===== src/hdl/modbus_rtu_master_framer_assert.svh =====
// Assertion macros shared by the Modbus RTU framer modules.
// Include with the bare file name; no other dependencies.
`ifndef MODBUS_RTU_MASTER_FRAMER_ASSERT_SVH
`define MODBUS_RTU_MASTER_FRAMER_ASSERT_SVH

// Clocked check, disabled while the synchronous reset is asserted.
`define MBRTU_ASSERT(lbl, clk, rstn, prop, msg) \
  lbl: assert property (@(posedge clk) disable iff (!rstn) (prop)) else $error(msg);

// Clocked check that also holds during reset.
`define MBRTU_ASSERT_ALWAYS(lbl, clk, prop, msg) \
  lbl: assert property (@(posedge clk) (prop)) else $error(msg);

`endif


===== src/hdl/mbrtu_pkg.sv =====
// Shared types, constants and the CRC-16 byte update for the Modbus RTU framer.
// No dependencies.
package mbrtu_pkg;

  // Receive frame limit and counter width
  localparam int unsigned MAX_FRAME = 256;
  localparam int unsigned CNT_W     = 9;

  // CRC-16/Modbus
  localparam logic [15:0] CRC_INIT = 16'hFFFF;
  localparam logic [15:0] CRC_POLY = 16'hA001;

  // Function codes
  localparam logic [7:0] FN_READ  = 8'h03;
  localparam logic [7:0] FN_WRITE = 8'h06;

  // Request mode codes (the fourth code is ignored)
  localparam logic [1:0] MODE_RX    = 2'd0;
  localparam logic [1:0] MODE_READ  = 2'd1;
  localparam logic [1:0] MODE_WRITE = 2'd2;

  // Verdict status codes
  localparam logic [1:0] STAT_OK    = 2'd0;
  localparam logic [1:0] STAT_BAD   = 2'd1;
  localparam logic [1:0] STAT_SHORT = 2'd2;

  // Configuration port: byte address 4*index
  localparam int unsigned CFG_AW = 3;
  localparam logic [CFG_AW-3:0] REG_SLAVE_ID = '0;

  // Command queue between front and back
  localparam int unsigned FIFO_DEPTH = 4;
  localparam int unsigned FIFO_AW    = 2;

  typedef struct packed {
    logic             is_verdict;
    logic [7:0]       sid;
    logic [7:0]       fn;
    logic [15:0]      addr;
    logic [15:0]      word;
    logic [1:0]       status;
    logic [CNT_W-1:0] length;
    logic [15:0]      rcrc;
    logic [15:0]      ccrc;
  } q_entry_t;

  typedef struct packed {
    logic full;
    logic empty;
  } q_stat_t;

  // One result item as held in the output register
  typedef struct packed {
    logic [7:0]       out_byte;
    logic             out_last;
    logic             is_verdict;
    logic [1:0]       frame_status;
    logic [CNT_W-1:0] frame_length;
    logic [15:0]      resp_crc;
    logic [15:0]      computed_crc;
  } res_t;

  // Reflected CRC-16 update by one byte, eight bit steps
  function automatic logic [15:0] crc_byte(input logic [15:0] crc_in, input logic [7:0] b);
    logic [15:0] c;
    c = crc_in ^ {8'h00, b};
    for (int k = 0; k < 8; k++) begin
      if (c[0]) begin
        c = (c >> 1) ^ CRC_POLY;
      end else begin
        c = c >> 1;
      end
    end
    return c;
  endfunction

endpackage


===== src/hdl/mbrtu_if.sv =====
// Valid/ready channel interfaces for the framer's input and result streams.
// Depends on mbrtu_pkg.
interface mbrtu_in_if;
  import mbrtu_pkg::*;
  logic        valid;
  logic        ready;
  logic [1:0]  mode;
  logic [7:0]  in_byte;
  logic        in_last;
  logic [15:0] reg_address;
  logic [15:0] word_value;

  modport source(output valid, mode, in_byte, in_last, reg_address, word_value,
                 input ready);
  modport sink(input valid, mode, in_byte, in_last, reg_address, word_value,
               output ready);
endinterface

interface mbrtu_out_if;
  import mbrtu_pkg::*;
  logic             valid;
  logic             ready;
  logic [7:0]       out_byte;
  logic             out_last;
  logic             is_verdict;
  logic [1:0]       frame_status;
  logic [CNT_W-1:0] frame_length;
  logic [15:0]      resp_crc;
  logic [15:0]      computed_crc;

  modport source(output valid, out_byte, out_last, is_verdict, frame_status,
                 frame_length, resp_crc, computed_crc, input ready);
  modport sink(input valid, out_byte, out_last, is_verdict, frame_status,
               frame_length, resp_crc, computed_crc, output ready);
endinterface


===== src/hdl/mbrtu_front.sv =====
// Front end: accepts input items, runs the receive CRC window and queues commands.
// Depends on mbrtu_pkg, mbrtu_if and the assertion macro header.
`include "modbus_rtu_master_framer_assert.svh"

module mbrtu_front (
  input  logic               clk,
  input  logic               rst_n,
  input  logic [7:0]         slave_id,
  mbrtu_in_if.sink           in_ch,
  input  mbrtu_pkg::q_stat_t q_stat,
  output logic               q_push,
  output mbrtu_pkg::q_entry_t q_din
);
  import mbrtu_pkg::*;

  logic [15:0]      crc_r, crc_nxt;
  logic [15:0]      win_r, win_nxt;
  logic [CNT_W-1:0] cnt_r, cnt_nxt;
  logic [7:0]       fn_r, fn_nxt;

  logic             acc;
  logic             in_range;
  logic [15:0]      crc_upd, win_upd;
  logic [CNT_W-1:0] cnt_upd;
  logic [7:0]       fn_upd;

  // A request needs a queue slot; take items whenever one is free
  assign in_ch.ready = !q_stat.full;
  assign acc         = in_ch.valid && in_ch.ready;
  assign in_range    = cnt_r < CNT_W'(MAX_FRAME);

  // Receive window: CRC trails the newest two bytes
  always_comb begin
    crc_upd = crc_r;
    win_upd = win_r;
    fn_upd  = fn_r;
    cnt_upd = cnt_r;
    if (in_range) begin
      if (cnt_r >= CNT_W'(2)) begin
        crc_upd = crc_byte(crc_r, win_r[7:0]);
      end
      win_upd = {in_ch.in_byte, win_r[15:8]};
      if (cnt_r == CNT_W'(1)) begin
        fn_upd = in_ch.in_byte;
      end
      cnt_upd = cnt_r + CNT_W'(1);
    end
  end

  // Classify the item and build the queue entry
  always_comb begin
    crc_nxt = crc_r;
    win_nxt = win_r;
    cnt_nxt = cnt_r;
    fn_nxt  = fn_r;
    q_push  = 1'b0;
    q_din   = '0;
    q_din.sid  = slave_id;
    q_din.addr = in_ch.reg_address;
    q_din.word = in_ch.word_value;
    q_din.fn   = (in_ch.mode == MODE_READ) ? FN_READ : FN_WRITE;
    if (acc) begin
      case (in_ch.mode)
        MODE_RX: begin
          if (in_ch.in_last) begin
            // verdict, then receive state back to reset values
            q_push           = 1'b1;
            q_din.is_verdict = 1'b1;
            q_din.length     = cnt_upd;
            if (cnt_upd <= CNT_W'(2)) begin
              q_din.status = STAT_SHORT;
            end else begin
              q_din.status = (win_upd == crc_upd && fn_upd == FN_READ) ? STAT_OK : STAT_BAD;
              q_din.rcrc   = win_upd;
              q_din.ccrc   = crc_upd;
            end
            crc_nxt = CRC_INIT;
            win_nxt = '0;
            cnt_nxt = '0;
            fn_nxt  = '0;
          end else begin
            crc_nxt = crc_upd;
            win_nxt = win_upd;
            cnt_nxt = cnt_upd;
            fn_nxt  = fn_upd;
          end
        end
        MODE_READ, MODE_WRITE: begin
          q_push = 1'b1;
        end
        default: begin
          q_push = 1'b0;
        end
      endcase
    end
  end

  always_ff @(posedge clk) begin
    if (!rst_n) begin
      crc_r <= CRC_INIT;
      win_r <= '0;
      cnt_r <= '0;
      fn_r  <= '0;
    end else begin
      crc_r <= crc_nxt;
      win_r <= win_nxt;
      cnt_r <= cnt_nxt;
      fn_r  <= fn_nxt;
    end
  end

  `MBRTU_ASSERT(a_cnt_limit, clk, rst_n, cnt_r <= CNT_W'(MAX_FRAME), "byte count above frame limit")
  `MBRTU_ASSERT(a_last_clears, clk, rst_n, (acc && in_ch.mode == MODE_RX && in_ch.in_last) |=> (cnt_r == '0 && crc_r == CRC_INIT), "receive state not cleared after last byte")

endmodule


===== src/hdl/mbrtu_fifo.sv =====
// Short command queue between the front end and the result sequencer.
// Depends on mbrtu_pkg and the assertion macro header.
`include "modbus_rtu_master_framer_assert.svh"

module mbrtu_fifo (
  input  logic                clk,
  input  logic                rst_n,
  input  logic                push,
  input  mbrtu_pkg::q_entry_t din,
  input  logic                pop,
  output mbrtu_pkg::q_entry_t head,
  output mbrtu_pkg::q_stat_t  stat
);
  import mbrtu_pkg::*;

  q_entry_t           mem_r [FIFO_DEPTH];
  logic [FIFO_AW-1:0] wr_r, wr_nxt;
  logic [FIFO_AW-1:0] rd_r, rd_nxt;
  logic [FIFO_AW:0]   cnt_r, cnt_nxt;

  assign stat.full  = cnt_r == (FIFO_AW+1)'(FIFO_DEPTH);
  assign stat.empty = cnt_r == '0;
  assign head       = mem_r[rd_r];

  // Pointer and fill count
  always_comb begin
    wr_nxt  = push ? wr_r + FIFO_AW'(1) : wr_r;
    rd_nxt  = pop ? rd_r + FIFO_AW'(1) : rd_r;
    cnt_nxt = cnt_r + (FIFO_AW+1)'(push) - (FIFO_AW+1)'(pop);
  end

  always_ff @(posedge clk) begin
    if (!rst_n) begin
      wr_r  <= '0;
      rd_r  <= '0;
      cnt_r <= '0;
    end else begin
      wr_r  <= wr_nxt;
      rd_r  <= rd_nxt;
      cnt_r <= cnt_nxt;
    end
  end

  // Entry storage, no reset
  always_ff @(posedge clk) begin
    if (push) begin
      mem_r[wr_r] <= din;
    end
  end

  `MBRTU_ASSERT(a_no_overflow, clk, rst_n, push |-> (!stat.full || pop), "push into full queue")
  `MBRTU_ASSERT(a_no_underflow, clk, rst_n, pop |-> !stat.empty, "pop from empty queue")

endmodule


===== src/hdl/mbrtu_back.sv =====
// Result sequencer: serializes request frames with their CRC and forwards verdicts.
// Depends on mbrtu_pkg and mbrtu_if.
module mbrtu_back (
  input  logic                clk,
  input  logic                rst_n,
  input  mbrtu_pkg::q_entry_t head,
  input  mbrtu_pkg::q_stat_t  q_stat,
  output logic                q_pop,
  mbrtu_out_if.source         out_ch
);
  import mbrtu_pkg::*;

  typedef enum logic {ST_IDLE, ST_SEND} state_t;

  state_t      state_r, state_nxt;
  logic [2:0]  idx_r, idx_nxt;
  logic [15:0] crc_r, crc_nxt;
  logic [7:0]  fn_r, fn_nxt;
  logic [15:0] addr_r, addr_nxt;
  logic [15:0] word_r, word_nxt;
  logic        ov_r, ov_nxt;
  res_t        res_r, res_nxt;

  logic        load;
  logic [7:0]  cur_byte;
  logic [15:0] crc_src, crc_new;
  logic [7:0]  crc_din;

  // Output slot free this cycle
  assign load = !ov_r || out_ch.ready;

  // Byte of the request frame at the current position
  always_comb begin
    case (idx_r)
      3'd1:    cur_byte = fn_r;
      3'd2:    cur_byte = addr_r[15:8];
      3'd3:    cur_byte = addr_r[7:0];
      3'd4:    cur_byte = word_r[15:8];
      3'd5:    cur_byte = word_r[7:0];
      3'd6:    cur_byte = crc_r[7:0];
      3'd7:    cur_byte = crc_r[15:8];
      default: cur_byte = 8'h00;
    endcase
  end

  // One shared CRC byte update: first byte comes from the queue head
  assign crc_src = (state_r == ST_SEND) ? crc_r : CRC_INIT;
  assign crc_din = (state_r == ST_SEND) ? cur_byte : head.sid;
  assign crc_new = crc_byte(crc_src, crc_din);

  always_comb begin
    state_nxt = state_r;
    idx_nxt   = idx_r;
    crc_nxt   = crc_r;
    fn_nxt    = fn_r;
    addr_nxt  = addr_r;
    word_nxt  = word_r;
    ov_nxt    = ov_r;
    res_nxt   = res_r;
    q_pop     = 1'b0;
    if (load) begin
      case (state_r)
        ST_SEND: begin
          ov_nxt           = 1'b1;
          res_nxt          = '0;
          res_nxt.out_byte = cur_byte;
          res_nxt.out_last = (idx_r == 3'd7);
          if (idx_r < 3'd6) begin
            crc_nxt = crc_new;
          end
          idx_nxt = idx_r + 3'd1;
          if (idx_r == 3'd7) begin
            state_nxt = ST_IDLE;
          end
        end
        ST_IDLE: begin
          if (!q_stat.empty) begin
            q_pop   = 1'b1;
            ov_nxt  = 1'b1;
            res_nxt = '0;
            if (head.is_verdict) begin
              res_nxt.out_last     = 1'b1;
              res_nxt.is_verdict   = 1'b1;
              res_nxt.frame_status = head.status;
              res_nxt.frame_length = head.length;
              res_nxt.resp_crc     = head.rcrc;
              res_nxt.computed_crc = head.ccrc;
            end else begin
              // slave id goes out now, the rest follows from the latched request
              res_nxt.out_byte = head.sid;
              crc_nxt   = crc_new;
              fn_nxt    = head.fn;
              addr_nxt  = head.addr;
              word_nxt  = head.word;
              idx_nxt   = 3'd1;
              state_nxt = ST_SEND;
            end
          end else begin
            ov_nxt = 1'b0;
          end
        end
        default: begin
          state_nxt = ST_IDLE;
        end
      endcase
    end
  end

  always_ff @(posedge clk) begin
    if (!rst_n) begin
      state_r <= ST_IDLE;
      idx_r   <= '0;
      ov_r    <= 1'b0;
    end else begin
      state_r <= state_nxt;
      idx_r   <= idx_nxt;
      ov_r    <= ov_nxt;
    end
    crc_r  <= crc_nxt;
    fn_r   <= fn_nxt;
    addr_r <= addr_nxt;
    word_r <= word_nxt;
    res_r  <= res_nxt;
  end

  assign out_ch.valid        = ov_r;
  assign out_ch.out_byte     = res_r.out_byte;
  assign out_ch.out_last     = res_r.out_last;
  assign out_ch.is_verdict   = res_r.is_verdict;
  assign out_ch.frame_status = res_r.frame_status;
  assign out_ch.frame_length = res_r.frame_length;
  assign out_ch.resp_crc     = res_r.resp_crc;
  assign out_ch.computed_crc = res_r.computed_crc;

endmodule


===== src/hdl/modbus_rtu_master_framer.sv =====
// Modbus RTU master framer top level: config register, front end, queue, sequencer.
// Depends on mbrtu_pkg, mbrtu_if, mbrtu_front, mbrtu_fifo and mbrtu_back.
//
//   channel  | direction | handshake        | carries
//   ---------+-----------+------------------+-------------------------------------
//   in_ch    | sink      | valid/ready      | mode, byte, last, address, word
//   out_ch   | source    | valid/ready      | tx byte or response verdict
//   cfg_*    | APB slave | psel/penable     | slave_id at byte address 0
//
// Receive bytes are taken one per cycle while ready; the CRC window updates in the
// same cycle. A request yields eight output bytes from the sequencer, back to back
// unless output stalls, one CRC update per byte before the CRC; a verdict is one
// output item. A four-entry command queue lets input continue while output stalls;
// in_ch.ready drops only when that queue is full. Output is registered. Reset is
// synchronous, active low; slave_id resets to 1, no clearing pass.
module modbus_rtu_master_framer (
  input  logic                        clk,
  input  logic                        rst_n,
  input  logic                        cfg_psel,
  input  logic                        cfg_penable,
  input  logic                        cfg_pwrite,
  input  logic [mbrtu_pkg::CFG_AW-1:0] cfg_paddr,
  input  logic [31:0]                 cfg_pwdata,
  output logic [31:0]                 cfg_prdata,
  output logic                        cfg_pready,
  mbrtu_in_if.sink                    in_ch,
  mbrtu_out_if.source                 out_ch
);
  import mbrtu_pkg::*;

  logic [7:0] slave_id_r, slave_id_nxt;
  logic       cfg_wr;
  logic       sel_sid;
  logic       q_push, q_pop;
  q_entry_t   q_din, q_head;
  q_stat_t    q_stat;

  // Configuration register
  assign cfg_pready = 1'b1;
  assign sel_sid    = cfg_paddr[CFG_AW-1:2] == REG_SLAVE_ID;
  assign cfg_wr     = cfg_psel && cfg_penable && cfg_pwrite && cfg_pready;
  assign cfg_prdata = sel_sid ? {24'h000000, slave_id_r} : 32'h0;

  always_comb begin
    slave_id_nxt = slave_id_r;
    if (cfg_wr && sel_sid) begin
      slave_id_nxt = cfg_pwdata[7:0];
    end
  end

  always_ff @(posedge clk) begin
    if (!rst_n) begin
      slave_id_r <= 8'h01;
    end else begin
      slave_id_r <= slave_id_nxt;
    end
  end

  mbrtu_front u_front (
    .clk      (clk),
    .rst_n    (rst_n),
    .slave_id (slave_id_r),
    .in_ch    (in_ch),
    .q_stat   (q_stat),
    .q_push   (q_push),
    .q_din    (q_din)
  );

  mbrtu_fifo u_fifo (
    .clk   (clk),
    .rst_n (rst_n),
    .push  (q_push),
    .din   (q_din),
    .pop   (q_pop),
    .head  (q_head),
    .stat  (q_stat)
  );

  mbrtu_back u_back (
    .clk    (clk),
    .rst_n  (rst_n),
    .head   (q_head),
    .q_stat (q_stat),
    .q_pop  (q_pop),
    .out_ch (out_ch)
  );

endmodule


===== src/flat_wrapper.sv =====
// flat-port wrapper written by rule: the top's interface ports become plain ports
module modbus_rtu_master_framer_flat import mbrtu_pkg::*;
  (clk, rst_n, cfg_psel, cfg_penable, cfg_pwrite, cfg_paddr, cfg_pwdata, cfg_prdata, cfg_pready, in_ch_valid, in_ch_mode, in_ch_in_byte, in_ch_in_last, in_ch_reg_address, in_ch_word_value, in_ch_ready, out_ch_valid, out_ch_out_byte, out_ch_out_last, out_ch_is_verdict, out_ch_frame_status, out_ch_frame_length, out_ch_resp_crc, out_ch_computed_crc, out_ch_ready);
  mbrtu_in_if in_ch_i ();
  mbrtu_out_if out_ch_i ();
  input  logic clk;
  input  logic rst_n;
  input  logic cfg_psel;
  input  logic cfg_penable;
  input  logic cfg_pwrite;
  input  logic [mbrtu_pkg::CFG_AW-1:0] cfg_paddr;
  input  logic [31:0] cfg_pwdata;
  output logic [31:0] cfg_prdata;
  output logic cfg_pready;
  input wire logic [$bits(in_ch_i.valid)-1:0] in_ch_valid;
  input wire logic [$bits(in_ch_i.mode)-1:0] in_ch_mode;
  input wire logic [$bits(in_ch_i.in_byte)-1:0] in_ch_in_byte;
  input wire logic [$bits(in_ch_i.in_last)-1:0] in_ch_in_last;
  input wire logic [$bits(in_ch_i.reg_address)-1:0] in_ch_reg_address;
  input wire logic [$bits(in_ch_i.word_value)-1:0] in_ch_word_value;
  output wire logic [$bits(in_ch_i.ready)-1:0] in_ch_ready;
  output wire logic [$bits(out_ch_i.valid)-1:0] out_ch_valid;
  output wire logic [$bits(out_ch_i.out_byte)-1:0] out_ch_out_byte;
  output wire logic [$bits(out_ch_i.out_last)-1:0] out_ch_out_last;
  output wire logic [$bits(out_ch_i.is_verdict)-1:0] out_ch_is_verdict;
  output wire logic [$bits(out_ch_i.frame_status)-1:0] out_ch_frame_status;
  output wire logic [$bits(out_ch_i.frame_length)-1:0] out_ch_frame_length;
  output wire logic [$bits(out_ch_i.resp_crc)-1:0] out_ch_resp_crc;
  output wire logic [$bits(out_ch_i.computed_crc)-1:0] out_ch_computed_crc;
  input wire logic [$bits(out_ch_i.ready)-1:0] out_ch_ready;
  assign in_ch_i.valid = in_ch_valid;
  assign in_ch_i.mode = in_ch_mode;
  assign in_ch_i.in_byte = in_ch_in_byte;
  assign in_ch_i.in_last = in_ch_in_last;
  assign in_ch_i.reg_address = in_ch_reg_address;
  assign in_ch_i.word_value = in_ch_word_value;
  assign in_ch_ready = in_ch_i.ready;
  assign out_ch_valid = out_ch_i.valid;
  assign out_ch_out_byte = out_ch_i.out_byte;
  assign out_ch_out_last = out_ch_i.out_last;
  assign out_ch_is_verdict = out_ch_i.is_verdict;
  assign out_ch_frame_status = out_ch_i.frame_status;
  assign out_ch_frame_length = out_ch_i.frame_length;
  assign out_ch_resp_crc = out_ch_i.resp_crc;
  assign out_ch_computed_crc = out_ch_i.computed_crc;
  assign out_ch_i.ready = out_ch_ready;
  modbus_rtu_master_framer u_core (.clk(clk), .rst_n(rst_n), .cfg_psel(cfg_psel), .cfg_penable(cfg_penable), .cfg_pwrite(cfg_pwrite), .cfg_paddr(cfg_paddr), .cfg_pwdata(cfg_pwdata), .cfg_prdata(cfg_prdata), .cfg_pready(cfg_pready), .in_ch(in_ch_i), .out_ch(out_ch_i));
endmodule

===== config.mk =====
export PLATFORM = sky130hd
export DESIGN_NAME = modbus_rtu_master_framer_flat
export DESIGN_NICKNAME = d
export VERILOG_FILES = /design/src/hdl/mbrtu_pkg.sv /design/src/hdl/mbrtu_if.sv /design/src/hdl/mbrtu_front.sv /design/src/hdl/mbrtu_fifo.sv /design/src/hdl/mbrtu_back.sv /design/src/hdl/modbus_rtu_master_framer.sv /design/src/flat_wrapper.sv
export VERILOG_INCLUDE_DIRS = /design/src /design/src/hdl
export SDC_FILE = /design/constraint.sdc
export NUM_CORES = 1
export LEC_CHECK = 0
export BUFFER_PORTS_ARGS = -buffer_cell sky130_fd_sc_hd__buf_2
export CORE_MARGIN = 3
export CORE_UTILIZATION = 55
export CTS_CLUSTER_DIAMETER = 30
export DETAILED_ROUTE_END_ITERATION = 10
export HOLD_SLACK_MARGIN = 0.06
export PLACE_DENSITY = 0.74
export SYNTH_ARGS = -nofsm -noshare
export SYNTH_HDL_FRONTEND = slang
export SYNTH_SLANG_ARGS = --single-unit
export TNS_END_PERCENT = 10

===== constraint.sdc =====
create_clock -name clk -period 13.4 [get_ports clk]
set_clock_uncertainty 0.15 [all_clocks]
set_input_delay 0.67 -clock clk [delete_from_list [all_inputs] [get_ports clk]]
set_output_delay 0.67 -clock clk [all_outputs]
set_load 0.02 [all_outputs]

==> results of run 1 <==
cell families after synthesis:
family | after synthesis | share of synthesized area (%)
adder cells (fa/ha/maj) | 19 | 1.18
XOR/XNOR | 65 | 3.06
other | 2 | 0.0360
flip-flops | 518 | 71.2
AND/OR/NAND/NOR | 293 | 6.63
multiplexers | 124 | 11.3
buffers and inverters | 108 | 2.62
AO/OA/AOI/OAI | 120 | 3.91
area by class of cell:
cell class	count	area [µm²]	share of cell area, %
diodes	3	7.51	0.0297
clock buffers	106	2470	9.79
clock inverters	70	928	3.68
inverters	20	75.1	0.297
multi-input cells	646	5570	22.1
flip-flops and latches	518	14900	58.8
well taps	504	631	2.50
repair buffers	135	711	2.82
metal layers:
layer,vias to the layer above,track usage [%],part of all wire [%]
li1,5144,-,-
met1,5911,28.7,40
met2,405,39.4,52
met3,87,5.19,5.6
met4,2,7.90,2.6
met5,-,0,0.018
Yosys cell counts, types with 6 or more instances:
cell type and count:
inv_1 18, nand2b_1 6, nand3_1 13, o211ai_1 9, clkbuf_1 38, buf_4 27
dfxtp_1 71, mux4_2 86, ha_1 18, o21ai_1 6, xor2_1 16, mux2i_1 28
buf_2 7, a222oi_1 11, nand4_1 7, o21ai_0 9, a22oi_1 25, and3_1 45
nand2_1 69, nor4_1 6, nor2b_1 12, edfxtp_1 447, nor3_1 11, xnor2_1 43
buf_1 12, nor2_1 108, a21oi_1 36
metrics by stage:
step	area, µm²	util [%]	hold slack, ns	cells
floorplan	20900	-	0.321	1272
global placement	21800	59.1	0.335	1823
detailed placement	21800	59.1	0.343	1823
CTS	25200	68.3	0.0998	1999
global route	25200	68.3	0.111	2001
finish	25200	68.3	0.128	2002
sequential cells by signal, indices dropped and copies added, names as in the netlist, 9 cells and up, named ones only:
register                           flops
u_core.u_fifo.mem_r                  344
u_core.u_back.addr_r                  16
u_core.u_back.crc_r                   16
u_core.u_back.out_ch.computed_crc     16
u_core.u_back.out_ch.resp_crc         16
u_core.u_back.word_r                  16
u_core.u_front.crc_r                  16
u_core.u_front.win_r                  16
u_core.u_back.out_ch.frame_length      9
u_core.u_front.cnt_r                   9
worst max-delay path, delay by kind of cell, from the launching register on:
family                 cells  cell delay, ns
and+or+nand+nor            5            1.36
buffers and inverters      1            0.83
AOI/OAI and AO/OA          1            0.61
DFF                        1            0.41
power by group through the flow:
stage | clock network, mW | registers [mW] | logic [mW]
floorplan | 0 | 2.26 | 0.650
global placement | 0 | 2.20 | 1.00
detailed placement | 0 | 2.21 | 1.01
CTS | 2.53 | 2.18 | 1.03
global route | 2.62 | 2.20 | 1.10
finish | 2.50 | 2.18 | 1.02
final timing paths:
kind                                              start                          to  cells past startpoint
worst max-delay path             u_core.u_fifo.cnt_r[1]  u_core.u_fifo.mem_r[3][47]                      7
worst min-delay path               in_ch_word_value[10]  u_core.u_fifo.mem_r[2][53]                      1
worst max register to register   u_core.u_fifo.cnt_r[1]  u_core.u_fifo.mem_r[3][47]                      7
worst min register to register  u_core.u_front.crc_r[1]     u_core.u_front.crc_r[1]                      2
==> flow_summary.toml, run 1 <==
[power_and_ir_drop]
p_sw_mw = 1.56
p_clk_share_pct = 43.9
p_total_mw = 5.70
power.internal_mw = 4.14
power.leakage_nw = 9.00
sw_frac_of_total_pct = 27.4
power_frac_comb_pct = 17.9
p_seq_share_pct = 38.2
powerDensity_nw_per_um2 = 226
ir_worst_vdd_uv = 115

[placed_design]
dp_hpwl_um = 26100
io_buffers = 121
place_congestion = 0.867
pre_cts_slack_ns = 9.15

[drt]
remaining_drc_errors = 0
drtPass1Iterations = 5
antenna_left = 0
via_count = 11549
initialDrtViolationCount = 990
drt_wl_total_um = 45600
via_per_inst = 5.77
wl_per_cell_um = 22.8

[worst_setup_path]
crit_chain = "nor2_1, nand2_1, and3_1, nand2_1, a21oi_1, and2_4, buf_4"
r2r_setup_slack_ns = 9.52
crit_slowest_cell = "buf_4"
crit_fanout = 67
critPathKind = "reg2reg"
critPathRequiredTime_ns = 13.45
crit_top_cell = "nand2_1"
critical_path_arrival_ns = 3.93
crit_path_max_incr_delay_ns = 0.83
critical_path.endpoint_type = "flip-flop"
crit_path_start_kind = "flip-flop"

[global_route]
gr-total-overflow = 0
track_usage_pct = 22.8
grt_pass1_wl_um = 71000
grt_antenna_before_repair = 4
grt_pass1_vias = 12249
grt_max_degree = 68

[synth]
seq_area_frac_synth_pct = 71.2
synth_ff_type = "edfxtp_1"
yosys-top-cells-area = "edfxtp_1 64%, mux4_2 9.3%, dfxtp_1 6.8%, nor2_1 1.9%, xnor2_1 1.8%"
synth_cell_type_count = 61
synthCells = 1249
yosys.area.top_type = "edfxtp_1"
synth_edf_count = 447
ys_async_sr_fraction_pct = 0
synth.ff_latch_count = 518
yosys_warnings = 0
syn_area_um2 = 20800
yosysTopAreaCellShare_pct = 64.4
syn_avg_cell_area_um2 = 16.7

[floorplanning]
start_util_pct = 56.4
die_area_um2 = 40300
ios = 173
rows = 70
chipWidth_um = 201
chipHeight_um = 201
core_area_um2 = 37000

[timing]
rsz0062_at_grt = "false"
fin_crit_ns = 3.88
setup_violations = 0
setup_ws_ns = 9.52
fmax_mhz = 258
drv_slew = 0
fin_crit_sh_pct = 29.0
maxSlewHeadroom_pct = 9.59
fin_setup_tns_ns = 0
worst_slew_pin_slew_ns = 1.35
finalHoldViolCount = 0

[cells_and_area]
syn2layout_area_growth_pct = 21.1
layout_common_cells = "447 x edfxtp_1, 121 x buf_2, 108 x nor2_1, 97 x clkbuf_16, 86 x mux4_2"
final.fill_count = 2428
mostFrequentLayoutCell = "edfxtp_1"
drive_gt1_share_pct = 27.7
nets = 1520

[clocking]
cts_resized = 0
clkTransAtPathRegs_ns = 0.05
cts.path.max_buffers = 3
holdBufCountCts = 0
htreeDepth = 3
cts_sinks = 518
cts_buffers = 95
post-cts-setup-buffer-count = 0
clk_latency_ns = 0.61
clockRootBuffer = "clkbuf_16"
cts_tree = "yes"

[outcome]
status = "complete, no violations"

[hold_path]
hold_class = "in2reg"

[job]
cap_violations = 0
Note: power is estimated with default switching activity, not from simulation.
==> run 2, diff against run 1 <==
- ABC_AREA: unset -> 1
- clock period: 13.4 -> 3.6 ns (I/O delays scaled with it)
==> flow_summary.toml, run 2 <==
[worst_setup_path]
crit_chain = "inv_1, ha_1, nand3_1, nand2_1, nor2_1, nand2_1, nand2_2, nand3_1, nand2_1, nand2_1, nand2_2, nand2_1, nand3_1, nand2_2, nand2_1, nand3_1, nand2_1"
crit_slowest_cell = "ha_1"
critical_path_arrival_ns = 3.14
crit_path_start_kind = "flip-flop"
critPathRequiredTime_ns = 3.82
critPathKind = "reg2reg"
critical_path.endpoint_type = "flip-flop"
crit_path_max_incr_delay_ns = 0.58
crit_top_cell = "nand2_1"
crit_fanout = 16

[placed_design]
place_congestion = 0.901
dp.cells = 2618
pre_cts_slack_ns = 0.797
io_buffers = 121
dp_hpwl_um = 31200

[timing]
finalHoldViolCount = 0
fin_setup_tns_ns = 0
worst_slew_pin_slew_ns = 1.05
fin_crit_ns = 2.92
fin_crit_sh_pct = 81.2
fin_worst_hold_slack_ns = 0.171
fmax_mhz = 342
setup_ws_ns = 0.677
drv_slew = 0
setup_violations = 0
rsz0062_at_grt = "false"
maxSlewHeadroom_pct = 29.9

[synth]
yosysTopAreaCellShare_pct = 61.0
synth_cell_type_count = 44
synth_commonest_cells = "447 x edfxtp_1, 347 x nor2_1, 336 x nand2_1, 221 x o21ai_0, 117 x a21oi_1"
yosys.area.top_type = "edfxtp_1"
yosys-top-cells-area = "edfxtp_1 61%, dfxtp_1 6.5%, nor2_1 5.9%, nand2_1 5.7%, o21ai_0 5.0%"
synth_edf_count = 447
synth.ff_latch_count = 518
synthCells = 2045
ys_async_sr_fraction_pct = 0
syn_avg_cell_area_um2 = 10.8
seq_area_frac_synth_pct = 67.4
yosys_warnings = 0
syn_area_um2 = 22000
yosysMostFrequentCell = "edfxtp_1"
synth_ff_type = "edfxtp_1"

[outcome]
status = "complete, no violations"

[job]
cap_violations = 0

[cells_and_area]
syn2layout_area_growth_pct = 22.9
regMostFlops = "u_core.u_fifo.mem_r"
largest_register_ffs = 344
layout_common_cells = "447 x edfxtp_1, 343 x nor2_1, 336 x nand2_1, 221 x o21ai_0, 121 x buf_2"
stdcell_count = 2864
mostFrequentLayoutCell = "edfxtp_1"
drive_gt1_share_pct = 17.2
nets = 2371
final.fill_count = 2758

[clocking]
cts_sinks = 518
cts_tree = "yes"
cts_resized = 0
htreeDepth = 3
cts_buffers = 96
clkTransAtPathRegs_ns = 0.05
holdBufCountCts = 69
post-cts-setup-buffer-count = 0
cts.path.max_buffers = 3
clockRootBuffer = "clkbuf_16"
clk_latency_ns = 0.62

[floorplanning]
ios = 173
core_area_um2 = 39100
rows = 72
chipHeight_um = 206
start_util_pct = 56.3
chipWidth_um = 206
die_area_um2 = 42500

[power_and_ir_drop]
p_seq_share_pct = 36.6
p_clk_share_pct = 39.6
power_frac_comb_pct = 23.8
ir_worst_vdd_uv = 631
sw_frac_of_total_pct = 33.3
powerDensity_nw_per_um2 = 831
power.leakage_nw = 10.3
power.internal_mw = 15.0
p_sw_mw = 7.50

[global_route]
grt_pass1_vias = 15667
gr-total-overflow = 0
grt_pass1_wl_um = 82400
track_usage_pct = 25.0
grt_antenna_before_repair = 1
grt_max_degree = 89

[drt]
initialDrtViolationCount = 1303
wl_per_cell_um = 18.6
antenna_left = 0
drt_wl_total_um = 53300
remaining_drc_errors = 0
drtPass1Iterations = 5
via_per_inst = 5.48
via_count = 15699

[hold_path]
hold_class = "in2reg"
-- run 2: stage by stage --
step	power (mW)	util, %	cell area (µm²)
after global routing	23.5	69.2	27100
final	22.5	69.2	27100
after floorplan	11.9	-	22100
after CTS	22.6	69.2	27100
after detailed placement	13.5	59.1	23100
after global placement	13.4	59.1	23100
-- run 2: critical path, delay by kind of cell (launching register included) --
kind,cells,cell delay (ns)
simple gates,15,1.47
fa+ha+maj,1,0.58
flops,1,0.34
buf+inv,1,0.14
-- run 2: worst paths after layout --
kind	start	endpoint	slack (ns)	depth (start not counted)
max	u_core.u_back.idx_r[0]	u_core.u_back.crc_r[0]	0.68	17
min	in_ch_word_value[8]	u_core.u_fifo.mem_r[1][51]	0.17	2
max reg2reg	u_core.u_back.idx_r[0]	u_core.u_back.crc_r[0]	0.68	17
min reg2reg	u_core.u_front.fn_r[5]	u_core.u_front.fn_r[5]	0.32	2
-- run 2: layer usage --
metal  GRT usage, %  wire length (µm)  vias up
li1               -                 -     7455
met1           30.2             20500     7575
met2           44.9             28000      555
met3           4.06              3250      114
met4           10.0              1440        0
met5              0                 0        -
-- run 2: power by group through the flow --
stage	clock, mW	combinational [mW]	sequential, mW
2_1_floorplan	0	3.27	8.60
3_5_place_dp	0	5.21	8.33
3_3_place_gp	0	5.08	8.30
6_report	8.91	5.35	8.23
4_1_cts	9.01	5.36	8.24
5_1_grt	9.31	5.92	8.30
-- run 2: logic make-up after synthesis --
kind of cell,after synthesis,share of synthesized area (%)
other cells,2,0.0341
fa+ha+maj,19,1.11
compound gates,398,9.58
flops,518,67.4
buf+inv,249,5.24
xor+xnor,20,0.796
simple gates,839,15.8
-- run 2: layout make-up --
type | instances | area [µm²] | share of cell area, %
clock inverter | 74 | 845 | 3.12
clock buffer | 102 | 2430 | 9.00
inverter | 123 | 464 | 1.72
tap | 518 | 648 | 2.40
sequential | 518 | 14800 | 54.9
timing repair buffer | 227 | 1690 | 6.23
antenna | 1 | 2.50 | 0.00925
multi-input combinational | 1301 | 6130 | 22.7
==> run 3, diff against run 2 <==
- CORE_UTILIZATION: 55 -> 54
- PLACE_DENSITY: 0.74 -> 0.76
- clock period: 3.6 -> 2.6 ns (I/O delays scaled with it)
==> flow_summary.toml, run 3 (synthesis gave the netlist of run 2 again) <==
[drt]
via_count = 16210
drt_wl_total_um = 55700
initialDrtViolationCount = 1523
drtPass1Iterations = 6
wl_per_cell_um = 18.9
via_per_inst = 5.51
antenna_left = 0
remaining_drc_errors = 0

[timing]
worst_slew_pin_slew_ns = 0.895
fin_crit_sh_pct = 98.8
rsz0062_at_grt = "true"
fin_worst_hold_slack_ns = 0.111
finalHoldViolCount = 0
fmax_mhz = 389
fin_setup_tns_ns = 0
maxSlewHeadroom_pct = 40.3
drv_slew = 0
setup_ws_ns = 0.0310
fin_crit_ns = 2.57
setup_violations = 0

[power_and_ir_drop]
powerDensity_nw_per_um2 = 1140
power.internal_mw = 21.5
power_frac_comb_pct = 24.7
sw_frac_of_total_pct = 32.9
p_total_mw = 32.1
ir_worst_vdd_uv = 770
p_sw_mw = 10.6
p_clk_share_pct = 39.6
power.leakage_nw = 10.7
p_seq_share_pct = 35.7

[worst_setup_path]
r2r-end = "u_core.u_back.crc_r[0]"
critical_path.endpoint_type = "flip-flop"
crit_fanout = 7
crit_buf_inv = 4
critPathRequiredTime_ns = 2.82
crit_path_max_incr_delay_ns = 0.37
crit_top_cell = "nand2_1"
r2r_setup_slack_ns = 0.03
crit_chain = "inv_2, ha_4, buf_6, buf_4, nand3_1, nand2_1, nor2_1, nand2_1, nand2_2, nand2_1, nand2_1, nand2_1, nand3_1, nand2_2, inv_1, nand2_2, nand2_2, nand2_1, nand3_1, nand2_1"
ff2ff_path_depth = 20
critical_path_arrival_ns = 2.79
crit_path_start_kind = "flip-flop"
path_delay_family = "simple AND/OR/NAND/NOR gates"
crit_slowest_cell = "dfxtp_4"
critPathKind = "reg2reg"
rr_startpoint = "u_core.u_back.idx_r[0]"

[floorplanning]
chipHeight_um = 208
ios = 173
rows = 73
start_util_pct = 55.0
chipWidth_um = 208
core_area_um2 = 40000
die_area_um2 = 43200

[cells_and_area]
mostFrequentLayoutCell = "edfxtp_1"
syn2layout_area_growth_pct = 27.4
final_area_um2 = 28000
diodes = 0
regMostFlops = "u_core.u_fifo.mem_r"
nets = 2436
final.fill_count = 2667
largest_register_ffs = 344
drive_gt1_share_pct = 21.0
layout_common_cells = "447 x edfxtp_1, 334 x nor2_1, 330 x nand2_1, 213 x o21ai_0, 121 x buf_2"

[clocking]
cts_tree = "yes"
clkTransAtPathRegs_ns = 0.06
cts_buffers = 96
clockRootBuffer = "clkbuf_16"
htreeDepth = 3
cts.path.max_buffers = 3
cts_sinks = 518
clk_latency_ns = 0.63

[outcome]
status = "complete, no violations"

[placed_design]
dp_hpwl_um = 32600
pre_cts_slack_ns = -0.0980
dpl_cell_area_um2 = 23500
place_congestion = 0.904
io_buffers = 121

[global_route]
track_usage_pct = 24.7
grt_pass1_wl_um = 85100
met1_usage_pct = 29.2
gr-usage-met3_pct = 4.12
grt_pass1_vias = 16155
grtUsageMet2_pct = 44.5
gr-total-overflow = 0
grt_busiest_layer = "met2"
grt_antenna_before_repair = 0
grt_max_degree = 97

[hold_path]
hold_class = "in2reg"
whs_endpoint = "u_core.u_fifo.mem_r[2][63]"
worstHoldStart = "in_ch_reg_address[4]"
holdPathStages = 2

[job]
cap_violations = 0
-- run 3: how the worst max path moves through the flow --
stage,endpoint,slack [ns],cells past startpoint,from
2_1_floorplan,u_core.u_fifo.mem_r[0][0],-0.39,4,u_core.u_fifo.cnt_r[1]
3_3_place_gp,u_core.u_back.crc_r[0],0.04,16,u_core.u_back.idx_r[0]
3_5_place_dp,u_core.u_back.crc_r[0],-0.1,16,u_core.u_back.idx_r[0]
4_1_cts,u_core.u_back.crc_r[0],0.003,16,u_core.u_back.idx_r[1]
5_1_grt,u_core.u_back.crc_r[0],-0.19,20,u_core.u_back.idx_r[0]
6_report,u_core.u_back.crc_r[0],0.03,20,u_core.u_back.idx_r[0]
-- run 3: power by group through the flow --
stage	clock (mW)	sequential, mW	combinational, mW
after floorplan	0	11.9	4.54
after global placement	0	11.5	7.32
after detailed placement	0	11.5	7.54
after CTS	12.8	11.4	7.73
after global routing	13.2	11.5	8.76
final	12.7	11.5	7.93
-- run 3: cell type report --
type	instances	area (µm²)	area share, %
clock inverters	72	862	3.07
flip-flops and latches	518	14900	53.0
inverters	123	468	1.67
multi-input cells	1302	6380	22.7
repair buffers	291	2310	8.22
well taps	525	657	2.34
clock buffers	110	2510	8.94
-- run 3: timing repair --
item                       CTS  global route
buffers inserted             0            12
gates cloned                 0             1
pin swaps                    0            21
hold endpoints to repair   207             0
resized for setup            5            73
hold buffers                77             0
setup endpoints to repair    2           107
-- run 3: per-stage QoR --
| step | util [%] | cells |
|---|---|---|
| detailed placement | 58.8 | 2669 |
| global placement | 58.8 | 2669 |
| finish | 70.1 | 2941 |
| CTS | 69.2 | 2928 |
| floorplan | - | 2068 |
| global route | 70.1 | 2941 |
-- run 3: per-layer routing --
metal	vias to the layer above	share of wire, %
met5	-	0
met4	0	3.1
met3	134	6.3
met2	622	53
met1	7853	38
li1	7601	-
-- run 3: worst register-to-register path, cell delays in order, from the launching register on --
cell and delay (ns):
dfxtp_4 0.37, inv_2 0.08, ha_4 0.20, buf_6 0.15
buf_4 0.14, nand3_1 0.07, nand2_1 0.05, nor2_1 0.10
nand2_1 0.11, nand2_2 0.12, nand2_1 0.06, nand2_1 0.07
nand2_1 0.06, nand3_1 0.09, nand2_2 0.08, inv_1 0.07
nand2_2 0.06, nand2_2 0.08, nand2_1 0.05, nand3_1 0.09
nand2_1 0.07
